**src/ccs_pkg.sv**
```systemverilog
// ----------------------------------------------------------------------------
// ccs_pkg: shared types and constants for the cascaded clock with segment scan
// Register indexes, request codes, digit count and the seven-segment decoder.
// ----------------------------------------------------------------------------
package ccs_pkg;

	// number of display digits in the buffer and the width of a scan position
	localparam int DIGITS = 6;
	localparam int POS_W  = $clog2(DIGITS);

	// width of the digit_select output field
	localparam int SEL_W = 6;

	// configuration port
	localparam int CFG_IDX_W  = 3;
	localparam int CFG_DATA_W = 8;

	localparam logic [CFG_IDX_W-1:0] REG_SCAN_DIVIDE   = 3'd0;
	localparam logic [CFG_IDX_W-1:0] REG_SECOND_DIVIDE = 3'd1;
	localparam logic [CFG_IDX_W-1:0] REG_SECONDS_LIMIT = 3'd2;
	localparam logic [CFG_IDX_W-1:0] REG_MINUTES_LIMIT = 3'd3;
	localparam logic [CFG_IDX_W-1:0] REG_HOURS_LIMIT   = 3'd4;

	// request codes passed from front to back
	typedef logic op_t;
	localparam op_t OP_IDLE = 1'b0;   // no time passes, only report the LED
	localparam op_t OP_TICK = 1'b1;   // one millisecond, run the counter chain

	// request queue between front and back
	localparam int QDEPTH = 2;
	localparam int QPTR_W = 1;
	localparam int QCNT_W = 2;

	// segment patterns
	localparam logic [6:0] SEG_ZERO  = 7'h3f;
	localparam logic [6:0] SEG_BLANK = 7'h00;

	typedef struct packed {
		logic [7:0] scan_divide;
		logic [7:0] second_divide;
		logic [6:0] seconds_limit;
		logic [6:0] minutes_limit;
		logic [6:0] hours_limit;
	} cfg_t;

	typedef struct packed {
		logic full;
		logic empty;
	} q_stat_t;

	// decimal digit to segment pattern, bit0 = a .. bit6 = g
	function automatic logic [6:0] seg_of(input logic [3:0] d);
		logic [6:0] p;
		case (d)
			4'd0: p = 7'h3f;
			4'd1: p = 7'h06;
			4'd2: p = 7'h5b;
			4'd3: p = 7'h4f;
			4'd4: p = 7'h66;
			4'd5: p = 7'h6d;
			4'd6: p = 7'h7d;
			4'd7: p = 7'h07;
			4'd8: p = 7'h7f;
			4'd9: p = 7'h6f;
			default: p = SEG_BLANK;
		endcase
		return p;
	endfunction

endpackage

```
**src/ccs_front.sv**
```systemverilog
// ----------------------------------------------------------------------------
// ccs_front: input stage
// Takes tick requests, classifies them into request codes and feeds the queue.
// ----------------------------------------------------------------------------
module ccs_front (
	input  logic             clk,
	input  logic             arst_n,
	input  logic             in_valid,
	output logic             in_stall,
	input  logic             tick,
	input  ccs_pkg::q_stat_t q_stat,
	output logic             q_push,
	output ccs_pkg::op_t     q_op
);

	logic         valid_s1;
	ccs_pkg::op_t op_s1;
	logic         take;

	assign q_push   = valid_s1 & ~q_stat.full;
	assign q_op     = op_s1;
	assign in_stall = valid_s1 & q_stat.full;
	assign take     = in_valid & ~in_stall;

	always_ff @(posedge clk or negedge arst_n) begin
		if (!arst_n) begin
			valid_s1 <= 1'b0;
		end else if (take) begin
			valid_s1 <= 1'b1;
		end else if (q_push) begin
			valid_s1 <= 1'b0;
		end
	end

	always_ff @(posedge clk) begin
		if (take) begin
			op_s1 <= tick ? ccs_pkg::OP_TICK : ccs_pkg::OP_IDLE;
		end
	end

endmodule

```
**src/ccs_queue.sv**
```systemverilog
// ----------------------------------------------------------------------------
// ccs_queue: request queue
// Small FIFO of request codes between the front and back parts.
// ----------------------------------------------------------------------------
module ccs_queue (
	input  logic             clk,
	input  logic             arst_n,
	input  logic             push,
	input  ccs_pkg::op_t     push_op,
	input  logic             pop,
	output ccs_pkg::op_t     pop_op,
	output ccs_pkg::q_stat_t stat
);

	ccs_pkg::op_t                 mem_q [ccs_pkg::QDEPTH];
	logic [ccs_pkg::QPTR_W-1:0]   wr_q;
	logic [ccs_pkg::QPTR_W-1:0]   rd_q;
	logic [ccs_pkg::QCNT_W-1:0]   cnt_q;

	assign stat.full  = (cnt_q == ccs_pkg::QCNT_W'(ccs_pkg::QDEPTH));
	assign stat.empty = (cnt_q == '0);
	assign pop_op     = mem_q[rd_q];

	always_ff @(posedge clk or negedge arst_n) begin
		if (!arst_n) begin
			wr_q  <= '0;
			rd_q  <= '0;
			cnt_q <= '0;
		end else begin
			if (push) begin
				wr_q <= wr_q + 1'b1;
			end
			if (pop) begin
				rd_q <= rd_q + 1'b1;
			end
			case ({push, pop})
				2'b10:   cnt_q <= cnt_q + 1'b1;
				2'b01:   cnt_q <= cnt_q - 1'b1;
				default: cnt_q <= cnt_q;
			endcase
		end
	end

	always_ff @(posedge clk) begin
		if (push) begin
			mem_q[wr_q] <= push_op;
		end
	end

endmodule

```
**src/ccs_back.sv**
```systemverilog
// ----------------------------------------------------------------------------
// ccs_back: execution sequencer
// Runs the counter chain, converts counts to digits and drives the result.
// ----------------------------------------------------------------------------
module ccs_back (
	input  logic                       clk,
	input  logic                       arst_n,
	input  ccs_pkg::cfg_t              cfg,
	input  ccs_pkg::q_stat_t           q_stat,
	input  ccs_pkg::op_t               q_op,
	output logic                       q_pop,
	output logic                       out_valid,
	input  logic                       out_stall,
	output logic                       strobe_res,
	output logic [ccs_pkg::SEL_W-1:0]  digit_select,
	output logic [6:0]                 segments,
	output logic                       led
);

	localparam logic [2:0] ST_IDLE = 3'd0;
	localparam logic [2:0] ST_CASC = 3'd1;
	localparam logic [2:0] ST_SEC  = 3'd2;
	localparam logic [2:0] ST_MIN  = 3'd3;
	localparam logic [2:0] ST_HOUR = 3'd4;
	localparam logic [2:0] ST_DONE = 3'd5;

	logic [2:0] state_q;

	logic [7:0] scan_q, sub_q, sec_q, min_q, hour_q;
	logic [ccs_pkg::POS_W-1:0] pos_q;
	logic led_q;
	logic [6:0] buf_q [ccs_pkg::DIGITS];

	logic f_sec_q, f_min_q, f_hour_q;
	logic strobe_q;
	logic [ccs_pkg::SEL_W-1:0] sel_q;
	logic [6:0] seg_q;

	logic out_valid_q;
	logic load_out;

	// counter chain
	logic [7:0] scan_sum, sub_sum, sec_sum, min_sum, hour_sum;
	logic w_scan, w_sub, w_sec, w_min;

	// digit conversion
	logic [7:0]  conv_val;
	logic [15:0] conv_prod;
	logic [4:0]  tens;
	logic [7:0]  tens_x10;
	logic [3:0]  ones;
	logic [6:0]  seg_ones, seg_tens;
	logic        conv_en;
	logic [3:0]  base, base_hi;
	logic [ccs_pkg::SEL_W-1:0] sel_now;

	assign q_pop    = (state_q == ST_IDLE) & ~q_stat.empty;
	assign load_out = (state_q == ST_DONE) & (~out_valid_q | ~out_stall);

	always_comb begin
		scan_sum = scan_q + 8'd1;
		sub_sum  = sub_q + 8'd1;
		sec_sum  = sec_q + 8'd1;
		min_sum  = min_q + 8'd1;
		hour_sum = hour_q + 8'd1;
		w_scan   = (scan_sum == cfg.scan_divide);
		w_sub    = w_scan & (sub_sum == cfg.second_divide);
		w_sec    = w_sub & (sec_sum == {1'b0, cfg.seconds_limit});
		w_min    = w_sec & (min_sum == {1'b0, cfg.minutes_limit});
	end

	always_comb begin
		for (int i = 0; i < ccs_pkg::SEL_W; i++) begin
			sel_now[i] = (i < ccs_pkg::DIGITS) && (int'(pos_q) == i);
		end
	end

	// value / 10 as (v * 205) >> 11, exact for 8-bit v
	always_comb begin
		case (state_q)
			ST_SEC: begin
				conv_val = sec_q;
				conv_en  = f_sec_q;
				base     = 4'd0;
			end
			ST_MIN: begin
				conv_val = min_q;
				conv_en  = f_min_q;
				base     = 4'd2;
			end
			ST_HOUR: begin
				conv_val = hour_q;
				conv_en  = f_hour_q;
				base     = 4'd4;
			end
			default: begin
				conv_val = sec_q;
				conv_en  = 1'b0;
				base     = 4'd0;
			end
		endcase
		base_hi   = base + 4'd1;
		conv_prod = 16'(conv_val) * 16'd205;
		tens      = conv_prod[15:11];
		tens_x10  = 8'({tens, 3'b000}) + 8'({tens, 1'b0});
		ones      = 4'(conv_val - tens_x10);
		seg_ones  = ccs_pkg::seg_of(ones);
		seg_tens  = (tens < 5'd10) ? ccs_pkg::seg_of(tens[3:0]) : ccs_pkg::SEG_BLANK;
	end

	always_ff @(posedge clk or negedge arst_n) begin
		if (!arst_n) begin
			state_q     <= ST_IDLE;
			scan_q      <= '0;
			sub_q       <= '0;
			sec_q       <= '0;
			min_q       <= '0;
			hour_q      <= '0;
			pos_q       <= '0;
			led_q       <= 1'b0;
			out_valid_q <= 1'b0;
			for (int i = 0; i < ccs_pkg::DIGITS; i++) begin
				buf_q[i] <= ccs_pkg::SEG_ZERO;
			end
		end else begin
			if (load_out) begin
				out_valid_q <= 1'b1;
			end else if (~out_stall) begin
				out_valid_q <= 1'b0;
			end

			case (state_q)
				ST_IDLE: begin
					if (q_pop) begin
						state_q <= (q_op == ccs_pkg::OP_TICK) ? ST_CASC : ST_DONE;
					end
				end
				ST_CASC: begin
					scan_q <= w_scan ? 8'd0 : scan_sum;
					if (w_scan) begin
						sub_q <= w_sub ? 8'd0 : sub_sum;
						if (pos_q == ccs_pkg::POS_W'(ccs_pkg::DIGITS - 1)) begin
							pos_q <= '0;
						end else begin
							pos_q <= pos_q + 1'b1;
						end
					end
					if (w_sub) begin
						sec_q <= w_sec ? 8'd0 : sec_sum;
						led_q <= ~led_q;
					end
					if (w_sec) begin
						min_q <= w_min ? 8'd0 : min_sum;
					end
					if (w_min) begin
						hour_q <= (hour_sum == {1'b0, cfg.hours_limit}) ? 8'd0 : hour_sum;
					end
					state_q <= ST_SEC;
				end
				ST_SEC: begin
					state_q <= ST_MIN;
				end
				ST_MIN: begin
					state_q <= ST_HOUR;
				end
				ST_HOUR: begin
					state_q <= ST_DONE;
				end
				ST_DONE: begin
					if (load_out) begin
						state_q <= ST_IDLE;
					end
				end
				default: begin
					state_q <= ST_IDLE;
				end
			endcase

			if (conv_en) begin
				if (int'(base) < ccs_pkg::DIGITS) begin
					buf_q[base[ccs_pkg::POS_W-1:0]] <= seg_ones;
				end
				if (int'(base_hi) < ccs_pkg::DIGITS) begin
					buf_q[base_hi[ccs_pkg::POS_W-1:0]] <= seg_tens;
				end
			end
		end
	end

	// per-request result and flags; strobe reads the buffer before any update
	always_ff @(posedge clk) begin
		if (q_pop) begin
			strobe_q <= 1'b0;
			sel_q    <= '0;
			seg_q    <= '0;
			f_sec_q  <= 1'b0;
			f_min_q  <= 1'b0;
			f_hour_q <= 1'b0;
		end else if (state_q == ST_CASC) begin
			strobe_q <= w_scan;
			sel_q    <= w_scan ? sel_now : '0;
			seg_q    <= w_scan ? buf_q[pos_q] : 7'd0;
			f_sec_q  <= w_sub;
			f_min_q  <= w_sec;
			f_hour_q <= w_min;
		end
		if (load_out) begin
			strobe_res   <= strobe_q;
			digit_select <= sel_q;
			segments     <= seg_q;
			led          <= led_q;
		end
	end

	assign out_valid = out_valid_q;

endmodule

```
**src/cascaded_clock_with_segment_scan.sv**
```systemverilog
// ----------------------------------------------------------------------------
// cascaded_clock_with_segment_scan: millisecond clock with multiplexed display
// Chained scan / sub-second / seconds / minutes / hours counters that refresh
// a six-digit seven-segment buffer and strobe one digit per scan period.
// ----------------------------------------------------------------------------
//
//  channel | handshake              | payload
//  --------+------------------------+------------------------------------------
//  in      | in_valid / in_stall    | tick
//  out     | out_valid / out_stall  | strobe_res, digit_select, segments, led
//  cfg     | cfg_we (no wait)       | cfg_index, cfg_data
//
// Every request gives one result. The back sequencer runs a tick request
// through the counter chain, three digit conversions through one shared
// divide-by-ten unit and the output load; an idle request goes straight to
// the output load. These states set the rate. The front stage and a 2-entry
// request queue take requests while out_stall holds the output, until full.
// Reset puts all counters at zero, the LED off and every digit at the zero
// pattern; no clearing pass is needed.
// ----------------------------------------------------------------------------
module cascaded_clock_with_segment_scan (
	input  logic                              clk,
	input  logic                              arst_n,
	// configuration
	input  logic                              cfg_we,
	input  logic [ccs_pkg::CFG_IDX_W-1:0]     cfg_index,
	input  logic [ccs_pkg::CFG_DATA_W-1:0]    cfg_data,
	// request channel
	input  logic                              in_valid,
	output logic                              in_stall,
	input  logic                              tick,
	// result channel
	output logic                              out_valid,
	input  logic                              out_stall,
	output logic                              strobe_res,
	output logic [ccs_pkg::SEL_W-1:0]         digit_select,
	output logic [6:0]                        segments,
	output logic                              led
);

	ccs_pkg::cfg_t    cfg_q;
	ccs_pkg::q_stat_t q_stat;
	ccs_pkg::op_t     push_op, pop_op;
	logic             q_push, q_pop;

	// configuration registers; unknown indexes are dropped
	always_ff @(posedge clk or negedge arst_n) begin
		if (!arst_n) begin
			cfg_q.scan_divide   <= 8'd4;
			cfg_q.second_divide <= 8'd250;
			cfg_q.seconds_limit <= 7'd60;
			cfg_q.minutes_limit <= 7'd60;
			cfg_q.hours_limit   <= 7'd100;
		end else if (cfg_we) begin
			case (cfg_index)
				ccs_pkg::REG_SCAN_DIVIDE:   cfg_q.scan_divide   <= cfg_data;
				ccs_pkg::REG_SECOND_DIVIDE: cfg_q.second_divide <= cfg_data;
				ccs_pkg::REG_SECONDS_LIMIT: cfg_q.seconds_limit <= cfg_data[6:0];
				ccs_pkg::REG_MINUTES_LIMIT: cfg_q.minutes_limit <= cfg_data[6:0];
				ccs_pkg::REG_HOURS_LIMIT:   cfg_q.hours_limit   <= cfg_data[6:0];
				default: ;
			endcase
		end
	end

	// front: accept and classify
	ccs_front u_front (
		.clk      (clk),
		.arst_n   (arst_n),
		.in_valid (in_valid),
		.in_stall (in_stall),
		.tick     (tick),
		.q_stat   (q_stat),
		.q_push   (q_push),
		.q_op     (push_op)
	);

	// request queue
	ccs_queue u_queue (
		.clk     (clk),
		.arst_n  (arst_n),
		.push    (q_push),
		.push_op (push_op),
		.pop     (q_pop),
		.pop_op  (pop_op),
		.stat    (q_stat)
	);

	// back: counter chain, digit buffer, result register
	ccs_back u_back (
		.clk          (clk),
		.arst_n       (arst_n),
		.cfg          (cfg_q),
		.q_stat       (q_stat),
		.q_op         (pop_op),
		.q_pop        (q_pop),
		.out_valid    (out_valid),
		.out_stall    (out_stall),
		.strobe_res   (strobe_res),
		.digit_select (digit_select),
		.segments     (segments),
		.led          (led)
	);

endmodule
```
**config.mk**
```make
export PLATFORM = sky130hd
export DESIGN_NAME = cascaded_clock_with_segment_scan
export DESIGN_NICKNAME = d
export VERILOG_FILES = /design/src/ccs_pkg.sv /design/src/ccs_front.sv /design/src/ccs_queue.sv /design/src/ccs_back.sv /design/src/cascaded_clock_with_segment_scan.sv
export SDC_FILE = /design/constraint.sdc
export NUM_CORES = 1
export LEC_CHECK = 0
export BUFFER_PORTS_ARGS = -buffer_cell sky130_fd_sc_hd__buf_2
export CAP_MARGIN = 20
export CORE_MARGIN = 3
export CORE_UTILIZATION = 50
export DETAILED_ROUTE_END_ITERATION = 8
export MAX_ROUTING_LAYER = met4
export PLACE_DENSITY_LB_ADDON = 0.1
export SYNTH_ARGS = -nofsm -noshare
export SYNTH_HDL_FRONTEND = slang
export SYNTH_HIERARCHICAL = 1
export SYNTH_SLANG_ARGS = --single-unit
export TNS_END_PERCENT = 100
```
**constraint.sdc**
```tcl
create_clock -name clk -period 7.5 [get_ports clk]
set_input_delay 1.5 -clock clk [delete_from_list [all_inputs] [get_ports clk]]
set_output_delay 1.5 -clock clk [all_outputs]
set_load 0.02 [all_outputs]
```
==> metrics <==
run status finished, final reports clean; final hold viol count 0; worst skew pair latency 0.42 ns; proportion of synthesized area in mux cells under 10%; postcts setup bufs 0; DP HPWL 14820 µm; syn_nets about 1000; ys async rst share 79.04%; post-synthesis sequential area ratio 43.66%; Max-Cap Viols 0; die span in y between 100 and 150 µm; Commonest cells post-synth 118 x nand2_1, 94 x o21ai_0, 78 x dfrtp_1, 58 x ha_1, 54 x dfstp_2; Final Max Slew Viols 0; share of layout cells above drive strength 1 20.00%; post-synthesis register bit count 167; RSZ-0062 raised after global routing no; antenna violations before repair 0; Final period util 87.23%; skew final between 0.01 and 0.015 ns; synth top area cells dfrtp_1 20%, dfstp_2 15%, ha_1 7.5%; grt ovf 0; TNS Setup 0 ns; clock tree from TritonCTS yes; Layout area overhead 10.06%; Mapped Area 0.009737 mm²; CP max FO 23; number of diodes 0; initial DRC count ~390; Die ar. 0.02118 mm²; worst hold path class reg2reg; Yosys cell types around 70; Clock Root Buffer clkbuf_16; worst endpoint required time between 7 and 8 ns; Adder-Cell Fraction of Synth Area 9.304%; Tmin final 6.542 ns; Sink Count roughly 170; H-Tree Depth 4; simple-gate share of the synthesized area 15.02%; Final Wtd Congestion approximately 0.85; largest family of logic cells by synthesized area simple AND/OR/NAND/NOR gates; cts repair resizes 0; Initial Utilization 51.54%; Setup crit start kind flop; xor and xnor area share after synthesis 7.543%; CP Capture Type flop; Clock Path Buffers 2; largest area contributor in the netlist dfrtp_1; number of global-route vias before repair 6877; top_reg_cell synth dfrtp_1; Slew @ Worst Pin about 1.1 ns; GR peak layer met2; I/O pins 34; met3 global-route usage between 3 and 4%; Max Clk Rate 152.9 MHz; critical path arrival 6.86 ns; Num CTS Buffers 17; DRT Pass-1 Iters 4; mean post-synth cell area 10.11 µm²; vias post-DR 7005; floorplan core area 0.01889 mm²; Final #Nets 1066; largest net degree at the start of global routing 71; aggregate global-route resource usage 20.97%; DRC 0; setup violators final 0; compound-cell area share of the yosys netlist between 10% and 20%; met1 usage 29.19%; final wirelength about 21000 µm; critical path class reg2reg; post-route ant nets 0; vias per cell 5.582; num rows 50; Mapped Cells just under 1000; Slew Limit Headroom 26.47%; met2 usage around a third; Die Wd 145.6 µm; yosys warns 6; CTS clk-pin slew, worst paths 0.07 ns; post-synth top area share between 20% and 30%; hold buffer count at cts 0; WL/cell ~17 µm; first-pass GRT wire length 35490 µm; Post-synth EDFFs 18; PortBufs 33; cell with the most instances after synthesis nand2_1
-- cell usage in the layout, fill, tap and decap left out, types with 12 or more instances in the layout --
cell type  count
buf_2         32
o21ai_0       94
o21ai_1       13
nand3_1       33
nand2b_1      16
edfxtp_1      18
mux2i_1       15
o31ai_1       12
nor2_1        45
mux2_2        41
dfxtp_1       17
dfstp_2       54
ha_1          58
xor2_1        32
inv_1         36
xnor2_1       46
dfrtp_1       78
nand2_1      118
a21oi_1       38
and3_1        16
clkbuf_16     17
-- state kept, by name, indices dropped and copies added, names as in the netlist, 7 cells and up --
signal / flops
cfg_q: 37
u_back/sub_q: 8
u_back/seg_q: 7
u_back/min_q: 8
u_back/segments: 7
u_back/hour_q: 8
u_back/scan_q: 8
u_back/sec_q: 8
u_back/buf_q: 42
-- per-stage QoR --
stage | hold slack [ns] | worst slack, ns | cells | utilization [%] | area, µm²
after floorplan | 0.4081 | 1.537 | 963 | - | 9737
after global placement | 0.4124 | 1.144 | 1222 | 53.59 | 10120
after detailed placement | 0.4185 | 1.037 | 1222 | 53.59 | 10120
after CTS | 0.4355 | 1.010 | 1254 | 56.70 | 10710
after global routing | 0.4377 | 0.4264 | 1255 | 56.72 | 10720
final | 0.4333 | 0.9579 | 1255 | 56.72 | 10720
-- worst max-delay path: stages (launching register included) --
cell and delay, ns:
dfrtp_1 0.79, nor2_1 0.11, nand2_1 0.30, o22ai_1 0.12, a21oi_1 0.26, ha_1 0.30
ha_1 0.33, fa_1 0.56, inv_1 0.06, fa_1 0.53, inv_1 0.04, ha_1 0.31
a211oi_1 0.22, nor2_1 0.07, or3_1 0.38, a41oi_4 0.21, xor2_1 0.38, inv_1 0.16
ha_1 0.24, xnor2_1 0.41, nor2_1 0.19, mux2i_1 0.34, o21ai_1 0.10
-- final cells by class --
type | count | area (µm²)
Clock inverter | 14 | 157.7
Tap cell | 260 | 325.3
Sequential cell | 167 | 4252
Multi-Input combinational cell | 717 | 5177
Inverter | 36 | 135.1
Clock buffer | 18 | 429.2
Timing Repair Buffer | 43 | 240.2
Fill cell | 1674 | 8177
-- path summary, 6_finish.rpt --
kind	start	end	slack [ns]	cells after the start
max in group asynchronous	arst_n	u_back/state_q[2]$_DFFE_PN0P_	4.99	2
worst min register to register	u_back/strobe_q$_SDFFE_PP0P_	u_back/strobe_res$_DFFE_PP_	0.43	0
worst min-delay path	u_back/strobe_q$_SDFFE_PP0P_	u_back/strobe_res$_DFFE_PP_	0.43	0
worst max-delay path	u_back/state_q[1]$_DFFE_PN0P_	u_back/buf_q[26]$_DFFE_PN1P_	0.96	22
min in group asynchronous	arst_n	u_back/sub_q[2]$_DFFE_PN0P_	1.13	1
worst max register to register	u_back/state_q[1]$_DFFE_PN0P_	u_back/buf_q[26]$_DFFE_PN1P_	0.96	22
-- cells by family after synthesis --
kind of cell | after synthesis
AND/OR/NAND/NOR | 295
AO/OA/AOI/OAI | 210
flip-flops | 167
XOR/XNOR | 80
buffers and inverters | 79
adder cells (fa/ha/maj) | 67
multiplexers | 65
-- layer usage --
layer / vias to the layer above / wire length, µm
met3: 25 / 661
met4: 0 / 342
met1: 3420 / 10290
met2: 118 / 9602
li1: 3442 / -
met5: - / 0
Power is left out: the tool's default activity adds up to more than one toggle a clock period on the data nets, which glitch-free logic cannot reach.
